### src/hw/rtl/tlni_pkg.sv
`default_nettype none
package tlni_pkg;

  localparam int MAX_SIDE  = 64;
  localparam int COORD_W   = $clog2(MAX_SIDE);
  localparam int EXT_W     = 7;
  localparam int DIM_W     = 3;
  localparam int IDX_W     = 24;
  localparam int NSLOT     = 8;
  localparam int NAXIS     = 4;
  localparam int REG_IDX_W = 3;
  localparam int REG_W     = 7;

  localparam logic [REG_IDX_W-1:0] REG_EXTENT_X  = 3'd0;
  localparam logic [REG_IDX_W-1:0] REG_EXTENT_Y  = 3'd1;
  localparam logic [REG_IDX_W-1:0] REG_EXTENT_Z  = 3'd2;
  localparam logic [REG_IDX_W-1:0] REG_EXTENT_W  = 3'd3;
  localparam logic [REG_IDX_W-1:0] REG_DIMENSION = 3'd4;

  localparam logic [DIM_W-1:0] DIM_2 = 3'd2;
  localparam logic [DIM_W-1:0] DIM_3 = 3'd3;
  localparam logic [DIM_W-1:0] DIM_4 = 3'd4;

  localparam logic [EXT_W-1:0] EXT_RESET_XY = 7'd16;
  localparam logic [EXT_W-1:0] EXT_RESET_ZW = 7'd1;
  localparam logic [EXT_W-1:0] EXT_ONE      = 7'd1;
  localparam logic [EXT_W-1:0] EXT_MAX      = EXT_W'(MAX_SIDE);

  typedef struct packed {
    logic [EXT_W-1:0] extent_x;
    logic [EXT_W-1:0] extent_y;
    logic [EXT_W-1:0] extent_z;
    logic [EXT_W-1:0] extent_w;
    logic [DIM_W-1:0] dimension;
  } cfg_t;

  // coord_x in the lowest bits
  typedef struct packed {
    logic [COORD_W-1:0] coord_w;
    logic [COORD_W-1:0] coord_z;
    logic [COORD_W-1:0] coord_y;
    logic [COORD_W-1:0] coord_x;
  } in_t;

  // point_index in the lowest bits, then slot 0 .. slot 7
  typedef struct packed {
    logic [NSLOT-1:0][IDX_W-1:0] nbr_slot;
    logic [IDX_W-1:0]            point_index;
  } out_t;

  function automatic logic [EXT_W-1:0] clamp_extent(input logic [EXT_W-1:0] e);
    logic [EXT_W-1:0] r;
    r = e;
    if (e == '0) begin
      r = EXT_ONE;
    end else if (e > EXT_MAX) begin
      r = EXT_MAX;
    end
    return r;
  endfunction

endpackage
`default_nettype wire

### src/hw/rtl/tlni_core.sv
`default_nettype none
module tlni_core (
  input  wire logic           clk,
  input  wire logic           rst,
  input  wire tlni_pkg::cfg_t cfg,
  input  wire logic           in_valid,
  output logic                in_ready,
  input  wire tlni_pkg::in_t  in_data,
  output logic                out_valid,
  input  wire logic           out_ready,
  output tlni_pkg::out_t      out_data,
  output logic                out_err
);
  import tlni_pkg::*;

  localparam int PW   = 13;  // x*ey+y, ez*ew, z*ew+w
  localparam int SX_W = 19;  // ey*ez*ew

  typedef struct packed {
    logic [NAXIS-1:0][COORD_W-1:0] c;
    logic [NAXIS-1:0][EXT_W-1:0]   e;
    logic [NAXIS-1:0]              hi;  // coordinate at top edge
    logic [NAXIS-1:0]              lo;  // coordinate at zero
    logic [DIM_W-1:0]              dim;
    logic                          err;
  } s1_t;

  typedef struct packed {
    logic [PW-1:0]               szw;
    logic [PW-1:0]               txy;
    logic [PW-1:0]               zw;
    logic [NAXIS-1:0][EXT_W-1:0] e;
    logic [NAXIS-1:0]            hi;
    logic [NAXIS-1:0]            lo;
    logic [DIM_W-1:0]            dim;
    logic                        err;
  } s2_t;

  typedef struct packed {
    logic [SX_W-1:0]             sx;
    logic [IDX_W-1:0]            idxa;
    logic [PW-1:0]               szw;
    logic [PW-1:0]               zw;
    logic [NAXIS-1:0][EXT_W-1:0] e;
    logic [NAXIS-1:0]            hi;
    logic [NAXIS-1:0]            lo;
    logic [DIM_W-1:0]            dim;
    logic                        err;
  } s3_t;

  typedef struct packed {
    logic [IDX_W-1:0]            idx;
    logic [NAXIS-1:0][IDX_W-1:0] stride;
    logic [NAXIS-1:0][IDX_W-1:0] off;
    logic [NAXIS-1:0]            hi;
    logic [NAXIS-1:0]            lo;
    logic [DIM_W-1:0]            dim;
    logic                        err;
  } s4_t;

  typedef struct packed {
    out_t             res;
    logic [DIM_W-1:0] dim;
    logic             err;
  } s5_t;

  logic [5:1] v;
  logic [5:1] en;
  s1_t s1, s1_next;
  s2_t s2, s2_next;
  s3_t s3, s3_next;
  s4_t s4, s4_next;
  s5_t s5, s5_next;

  logic                          dim_ok;
  logic [NAXIS-1:0][IDX_W-1:0]   nb_plus;
  logic [NAXIS-1:0][IDX_W-1:0]   nb_minus;

  // per-stage enable: a stage loads when empty or when the next one moves
  always_comb begin
    en[5] = !v[5] || out_ready;
    for (int i = 4; i >= 1; i--) begin
      en[i] = !v[i] || en[i+1];
    end
  end
  assign in_ready = en[1];

  // stage 1: clamp extents, fold unused axes to extent 1 / coordinate 0, range check
  always_comb begin
    s1_next.dim = cfg.dimension;
    dim_ok = (cfg.dimension == DIM_2) || (cfg.dimension == DIM_3) ||
             (cfg.dimension == DIM_4);
    s1_next.e[0] = clamp_extent(cfg.extent_x);
    s1_next.e[1] = clamp_extent(cfg.extent_y);
    s1_next.e[2] = (cfg.dimension == DIM_3 || cfg.dimension == DIM_4) ?
                   clamp_extent(cfg.extent_z) : EXT_ONE;
    s1_next.e[3] = (cfg.dimension == DIM_4) ? clamp_extent(cfg.extent_w) : EXT_ONE;
    s1_next.c[0] = in_data.coord_x;
    s1_next.c[1] = in_data.coord_y;
    s1_next.c[2] = (cfg.dimension == DIM_3 || cfg.dimension == DIM_4) ?
                   in_data.coord_z : '0;
    s1_next.c[3] = (cfg.dimension == DIM_4) ? in_data.coord_w : '0;
    s1_next.err = !dim_ok;
    for (int a = 0; a < NAXIS; a++) begin
      if (EXT_W'(s1_next.c[a]) >= s1_next.e[a]) begin
        s1_next.err = 1'b1;
      end
      s1_next.hi[a] = (EXT_W'(s1_next.c[a]) == s1_next.e[a] - EXT_ONE);
      s1_next.lo[a] = (s1_next.c[a] == '0);
    end
  end

  // stage 2: partial products
  always_comb begin
    s2_next.szw = PW'(s1.e[2]) * PW'(s1.e[3]);
    s2_next.txy = PW'(s1.c[0]) * PW'(s1.e[1]) + PW'(s1.c[1]);
    s2_next.zw  = PW'(s1.c[2]) * PW'(s1.e[3]) + PW'(s1.c[3]);
    s2_next.e   = s1.e;
    s2_next.hi  = s1.hi;
    s2_next.lo  = s1.lo;
    s2_next.dim = s1.dim;
    s2_next.err = s1.err;
  end

  // stage 3: x stride and upper part of the point index
  always_comb begin
    s3_next.sx   = SX_W'(s2.e[1]) * SX_W'(s2.szw);
    s3_next.idxa = IDX_W'(s2.txy) * IDX_W'(s2.szw);
    s3_next.szw  = s2.szw;
    s3_next.zw   = s2.zw;
    s3_next.e    = s2.e;
    s3_next.hi   = s2.hi;
    s3_next.lo   = s2.lo;
    s3_next.dim  = s2.dim;
    s3_next.err  = s2.err;
  end

  // stage 4: point index, strides and wrap offsets (extent-1)*stride
  always_comb begin
    s4_next.idx       = s3.idxa + IDX_W'(s3.zw);
    s4_next.stride[0] = IDX_W'(s3.sx);
    s4_next.stride[1] = IDX_W'(s3.szw);
    s4_next.stride[2] = IDX_W'(s3.e[3]);
    s4_next.stride[3] = IDX_W'(1);
    s4_next.off[0]    = IDX_W'(s3.e[0] - EXT_ONE) * IDX_W'(s3.sx);
    s4_next.off[1]    = IDX_W'(s3.e[1] - EXT_ONE) * IDX_W'(s3.szw);
    s4_next.off[2]    = IDX_W'(s3.e[2] - EXT_ONE) * IDX_W'(s3.e[3]);
    s4_next.off[3]    = IDX_W'(s3.e[3] - EXT_ONE);
    s4_next.hi        = s3.hi;
    s4_next.lo        = s3.lo;
    s4_next.dim       = s3.dim;
    s4_next.err       = s3.err;
  end

  // stage 5: neighbors by step or wrap, then slot order by dimension
  always_comb begin
    for (int a = 0; a < NAXIS; a++) begin
      nb_plus[a]  = s4.hi[a] ? s4.idx - s4.off[a] : s4.idx + s4.stride[a];
      nb_minus[a] = s4.lo[a] ? s4.idx + s4.off[a] : s4.idx - s4.stride[a];
    end
    s5_next.res = '0;
    s5_next.dim = s4.dim;
    s5_next.err = s4.err;
    if (!s4.err) begin
      s5_next.res.point_index = s4.idx;
      unique case (s4.dim)
        DIM_2: begin
          s5_next.res.nbr_slot[0] = nb_plus[0];
          s5_next.res.nbr_slot[1] = nb_plus[1];
          s5_next.res.nbr_slot[2] = nb_minus[0];
          s5_next.res.nbr_slot[3] = nb_minus[1];
        end
        DIM_3: begin
          s5_next.res.nbr_slot[0] = nb_plus[0];
          s5_next.res.nbr_slot[1] = nb_plus[1];
          s5_next.res.nbr_slot[2] = nb_plus[2];
          s5_next.res.nbr_slot[3] = nb_minus[0];
          s5_next.res.nbr_slot[4] = nb_minus[1];
          s5_next.res.nbr_slot[5] = nb_minus[2];
        end
        DIM_4: begin
          for (int a = 0; a < NAXIS; a++) begin
            s5_next.res.nbr_slot[a]         = nb_plus[a];
            s5_next.res.nbr_slot[a + NAXIS] = nb_minus[a];
          end
        end
        default: begin
          s5_next.res = '0;
        end
      endcase
    end
  end

  always_ff @(posedge clk) begin
    if (rst) begin
      v <= '0;
    end else begin
      if (en[1]) begin
        v[1] <= in_valid;
      end
      for (int i = 2; i <= 5; i++) begin
        if (en[i]) begin
          v[i] <= v[i-1];
        end
      end
    end
  end

  always_ff @(posedge clk) begin
    if (en[1]) begin
      s1 <= s1_next;
    end
    if (en[2]) begin
      s2 <= s2_next;
    end
    if (en[3]) begin
      s3 <= s3_next;
    end
    if (en[4]) begin
      s4 <= s4_next;
    end
    if (en[5]) begin
      s5 <= s5_next;
    end
  end

  assign out_valid = v[5];
  assign out_data  = s5.res;
  assign out_err   = s5.err;

`ifndef SYNTHESIS
  // input only backs up when every stage holds a beat and the sink stalls
  a_full_when_blocked: assert property (@(posedge clk) disable iff (rst)
    !in_ready |-> (&v && !out_ready))
    else $error("input stalled with a bubble in the pipeline");

  a_err_zero: assert property (@(posedge clk) disable iff (rst)
    (out_valid && out_err) |-> (out_data == '0))
    else $error("error beat carries nonzero indices");

  a_2d_unused: assert property (@(posedge clk) disable iff (rst)
    (out_valid && s5.dim == DIM_2) |->
      (out_data.nbr_slot[4] == '0 && out_data.nbr_slot[5] == '0 &&
       out_data.nbr_slot[6] == '0 && out_data.nbr_slot[7] == '0))
    else $error("unused 2D slots not zero");

  a_3d_unused: assert property (@(posedge clk) disable iff (rst)
    (out_valid && s5.dim == DIM_3) |->
      (out_data.nbr_slot[6] == '0 && out_data.nbr_slot[7] == '0))
    else $error("unused 3D slots not zero");

  a_reset_empty: assert property (@(posedge clk)
    rst |=> (v == '0))
    else $error("pipeline not empty after reset");
`endif

endmodule
`default_nettype wire

### src/hw/rtl/torus_lattice_neighbour_ids_top.sv
`default_nettype none
// Throughput: one beat per cycle unless m_axis_tready stalls the output; five register
// stages (clamp and range check, multiplier chain for strides, index and wrap
// offsets, then the neighbor adders).
// Reset (rst, synchronous): pipeline emptied, extent_x/extent_y = 16,
// extent_z/extent_w = 1, dimension = 2.
module torus_lattice_neighbour_ids_top (
  input  wire logic                               clk,
  input  wire logic                               rst,
  input  wire logic                               s_axis_tvalid,
  output logic                                    s_axis_tready,
  input  wire logic [4*tlni_pkg::COORD_W-1:0]     s_axis_tdata,  // coord_x, coord_y, coord_z, coord_w
  output logic                                    m_axis_tvalid,
  input  wire logic                               m_axis_tready,
  output logic [(tlni_pkg::NSLOT+1)*tlni_pkg::IDX_W-1:0] m_axis_tdata,
                                                  // point_index, nbr_slot0 .. nbr_slot7
  output logic                                    m_axis_tuser,  // coord_error
  input  wire logic                               cfg_we,
  input  wire logic [tlni_pkg::REG_IDX_W-1:0]     cfg_index,
  input  wire logic [tlni_pkg::REG_W-1:0]         cfg_data
);
  import tlni_pkg::*;

  cfg_t cfg;
  in_t  in_data;
  out_t out_data;

  always_ff @(posedge clk) begin
    if (rst) begin
      cfg.extent_x  <= EXT_RESET_XY;
      cfg.extent_y  <= EXT_RESET_XY;
      cfg.extent_z  <= EXT_RESET_ZW;
      cfg.extent_w  <= EXT_RESET_ZW;
      cfg.dimension <= DIM_2;
    end else if (cfg_we) begin
      unique case (cfg_index)
        REG_EXTENT_X:  cfg.extent_x  <= cfg_data;
        REG_EXTENT_Y:  cfg.extent_y  <= cfg_data;
        REG_EXTENT_Z:  cfg.extent_z  <= cfg_data;
        REG_EXTENT_W:  cfg.extent_w  <= cfg_data;
        REG_DIMENSION: cfg.dimension <= cfg_data[DIM_W-1:0];
        default: begin
        end
      endcase
    end
  end

  assign in_data      = s_axis_tdata;
  assign m_axis_tdata = out_data;

  tlni_core u_core (
    .clk       (clk),
    .rst       (rst),
    .cfg       (cfg),
    .in_valid  (s_axis_tvalid),
    .in_ready  (s_axis_tready),
    .in_data   (in_data),
    .out_valid (m_axis_tvalid),
    .out_ready (m_axis_tready),
    .out_data  (out_data),
    .out_err   (m_axis_tuser)
  );

endmodule
`default_nettype wire
### config.mk
export PLATFORM = sky130hd
export DESIGN_NAME = torus_lattice_neighbour_ids_top
export DESIGN_NICKNAME = d
export VERILOG_FILES = /design/src/hw/rtl/tlni_pkg.sv /design/src/hw/rtl/tlni_core.sv /design/src/hw/rtl/torus_lattice_neighbour_ids_top.sv
export SDC_FILE = /design/constraint.sdc
export NUM_CORES = 2
export LEC_CHECK = 0
export BUFFER_PORTS_ARGS = -buffer_cell sky130_fd_sc_hd__clkbuf_2
export CAP_MARGIN = 40
export CORE_AREA = 2 2 351 353
export DETAILED_ROUTE_END_ITERATION = 10
export DIE_AREA = 0 0 353 355
export GPL_TIMING_DRIVEN = 1
export MAX_ROUTING_LAYER = met4
export PLACE_DENSITY = 0.65
export SYNTH_ARGS = -nofsm -noshare
export SYNTH_HDL_FRONTEND = slang
export SYNTH_SLANG_ARGS = --single-unit
### constraint.sdc
create_clock -name clk -period 13.2 [get_ports clk]
set_input_delay 1.32 -clock clk [delete_from_list [all_inputs] [get_ports clk]]
set_output_delay 1.32 -clock clk [all_outputs]
set_load 0.005 [all_outputs]
==> impl_metrics.csv <==
group,metric,value,unit
run_status,status,"finished clean",
power_and_ir_drop,p_leak,31.7,nW
power_and_ir_drop,p_int,4.28,mW
logic_synthesis,synth_top_family_by_area,"adder cells",
cts,ctsHoldBuffers,0,
power_and_ir_drop,powerDensity,96.0,mW/mm2
cells_and_area,area.growth.synth_to_final,10.2,%
worst_hold_path,hp-class,"flop to flop",
floorplanning,io_pins,258,
logic_synthesis,synth_warnings,0,
logic_synthesis,synthAdderAreaFrac,30.8,%
cts,post_cts_buffers,0,
logic_synthesis,synth_top_flop_cell,"edfxtp_1",
cells_and_area,nFillCells,10700,
logic_synthesis,netlist_area,0.0604,mm2
cts,path_clk_slew,0.06,ns
logic_synthesis,seq_area_frac_synth,32.2,%
detailed_routing,drtIter0Drc,3290,
power_and_ir_drop,p_switching,2.11,mW
logic_synthesis,synthMuxAreaShare,0.657,%
timing,relSlewSlack,35.0,%
global_routing,grt_max_degree,74,
timing,post-route-min-period,8.00,ns
logic_synthesis,syn_inst,5994,
critical_path,cp-startpoint,"u_core.s3[12]",
detailed_routing,avgViaCountPerCell,5.49,
cts,clockBufferDepth,3,
critical_path,worst-endpoint-required,13.61,ns
worst_hold_path,min_from,"u_core.s2[30]",
floorplanning,fp.dieArea,0.125,mm2
cells_and_area,seq_area,0.0195,mm2
power_and_ir_drop,seqPwrFrac,39.0,%
floorplanning,die_h,355,um
cells_and_area,drive_gt1_share,8.19,%
critical_path,rr_endpoint,"u_core.s4[35]",
detailed_routing,route.detailed.drc,0,
worst_hold_path,min_path_cells,0,
floorplanning,die_x,353,um
power_and_ir_drop,vdd_drop_max,0.000110,V
logic_synthesis,synth.net_count,7172,
cells_and_area,final_nets,7426,
floorplanning,rows,128,
placement,place_hpwl,125,mm
critical_path,reg2reg_slack,5.20,ns
critical_path,worstReg2RegStart,"u_core.s3[12]",
timing,finalSetupTns,0,ns
cts,cts_num_sinks,660,
power_and_ir_drop,swShare,33.0,%
power_and_ir_drop,comb_power_share,27.0,%
global_routing,grtUsageTotal,26.3,%
cts,cts_tree,"done",
placement,io_buffers,257,
logic_synthesis,synth_compound_gate_area_share,10.0,%
detailed_routing,routed_wl,158,mm
floorplanning,coreArea,0.121,mm2
cts,cts_made_buffers,77,
cts,cts_resized,0,
timing,finalSetupViolations,0,
logic_synthesis,ys_types,98,
timing,hold_viol,0,
logic_synthesis,synth_xor_area_share,5.62,%
critical_path,crit_type,"flop to flop",
floorplanning,initial_core_util,49.7,%
logic_synthesis,synth-simple-area-share,14.3,%
detailed_routing,ant_nets,0,
flow_run,cap_violations,0,
logic_synthesis,synth_edf_count,624,
power_and_ir_drop,clock_power_share,34.0,%
cts,insertion_delay,0.70,ns
placement,place_ws,5.26,ns
critical_path,path_max_fanout,16,
timing,maxSlewViolCount,0,
detailed_routing,vias,43600,
detailed_routing,wl_per_cell,19.9,um
detailed_routing,drt_first_pass_iters,5,
logic_synthesis,yosys_register_bits,660,
cells_and_area,multi_input_area,0.0371,mm2
placement,routabilityCongestion,1.00,
critical_path,worst_setup_path_end_kind,"flop",
global_routing,first_global_vias,43200,
global_routing,grt_antenna_before_repair,6,
timing,fin_ws,5.20,ns
worst_hold_path,hold_end,"u_core.s3[30]",
timing,finClkSkew,0.0419,ns
cts,cts-root-buf,"clkbuf_16",
global_routing,grt_pass1_wl,249,mm
timing,rsz0062_at_grt,"false",
timing,fmax,125,MHz
timing,tightest_slew,0.974,ns
critical_path,r2r_cells,23,
critical_path,setup.worst_path.start_class,"flop",
global_routing,grt-ovfl-total,0,
timing,finalCritPeriodShare,60.6,%
critical_path,cp.arrival,8.41,ns
logic_synthesis,synth_async_sr_flop_share,0,%
cts,htree_levels,3,
logic_synthesis,syn_area_per_cell,10.1,um2
[cell type report]
class / instances / share of cell area, %
diodes: 1 / 0.00376
clock buffers: 103 / 3.24
clock inverters: 38 / 0.641
inverters: 870 / 4.92
multi-input cells: 4309 / 55.7
flip-flops and latches: 660 / 29.2
well taps: 1625 / 3.06
repair buffers: 330 / 3.16
[cell usage in the layout (no fill, tap or decap), types with 42 or more instances in the layout]
cell type,n
nand3_1,60
clkbuf_2,259
fa_1,577
o21a_1,42
nand2b_1,78
a21oi_1,283
edfxtp_1,624
buf_4,56
nor2_1,393
and2_1,283
inv_1,868
nor2b_1,103
nor3_1,92
xor2_1,127
ha_1,562
xnor2_1,254
o21ai_0,214
a21o_1,80
clkbuf_16,81
nand2_1,649
[stage by stage]
stage               total power, mW  instance area, um2  instances  util [%]  hold WS [ns]
floorplan                      3.57               60400       5994         -         0.400
detailed placement             4.22               63900       7794      52.7         0.405
CTS                            6.40               66500       7935      54.8         0.416
global route                   6.65               66500       7936      54.8         0.420
global placement               4.18               63500       7772      52.3         0.403
finish                         6.39               66500       7936      54.8         0.415
[routing by layer]
layer | part of all wire (%) | global-route usage, % | vias up
li1 | - | - | 20500
met1 | 44 | 35.6 | 21300
met2 | 45 | 40.2 | 1465
met3 | 6.6 | 3.46 | 313
met4 | 4.5 | 10.7 | 0
met5 | 0 | - | -
[registers in the layout, summed over array words and instances, names as in the netlist]
name,flops
cfg,31
u_core.out_data,216
u_core.v,5
u_core.s1,64
u_core.s4,155
u_core.out_err,1
u_core.s2,79
u_core.s3,109
[power groups by stage]
| stage | Combinational (mW) | Clock [mW] | Sequential (mW) |
|---|---|---|---|
| floorplan | 1.09 | 0 | 2.49 |
| global placement | 1.63 | 0 | 2.55 |
| detailed placement | 1.68 | 0 | 2.53 |
| CTS | 1.70 | 2.22 | 2.49 |
| global route | 1.86 | 2.29 | 2.50 |
| finish | 1.73 | 2.17 | 2.49 |
[kinds of logic after synthesis]
family	count (synthesis)
buffers and inverters	1025
AO/OA/AOI/OAI	944
multiplexers	38
XOR/XNOR	384
AND/OR/NAND/NOR	1804
flip-flops	660
adder cells (fa/ha/maj)	1139
[synthesized netlist by cell type (42+ instances only)]
master	n	area, um2
xnor2_1	255	2230
o21ai_0	214	1070
and2_1	283	1770
a21oi_1	284	1420
nand2b_1	78	488
nor3_1	92	460
ha_1	562	7030
o21a_1	42	315
nor2_1	394	1480
nand2_1	652	2450
clkbuf_1	147	552
fa_1	577	11600
inv_1	870	3270
nand3_1	61	305
xor2_1	127	1110
a21o_1	81	608
edfxtp_1	624	18700
nor2b_1	103	644
[how the worst max path moves through the flow]
stage                    end  slack, ns
6_report       u_core.s4[35]       5.20
5_1_grt        u_core.s4[35]       4.72
4_1_cts        u_core.s4[35]       5.24
3_5_place_dp   u_core.s4[35]       5.26
3_3_place_gp   u_core.s4[35]       5.50
2_1_floorplan  u_core.s4[35]       6.44
[critical path, cell delays in order (launching register included)]
cell,delay [ns]
edfxtp_1,0.72
inv_1,0.34
nand3_1,0.16
nor3_1,0.59
buf_4,0.29
and2_1,0.25
fa_1,0.56
fa_1,0.60
inv_1,0.06
fa_1,0.52
inv_1,0.35
fa_1,0.52
fa_1,0.55
inv_1,0.05
fa_1,0.47
inv_1,0.04
ha_1,0.23
or3_1,0.37
a311o_1,0.31
nand2_1,0.10
o2111ai_1,0.16
a31o_2,0.26
a21oi_1,0.17
xnor2_1,0.08
Power figures use the tool's default switching activity.
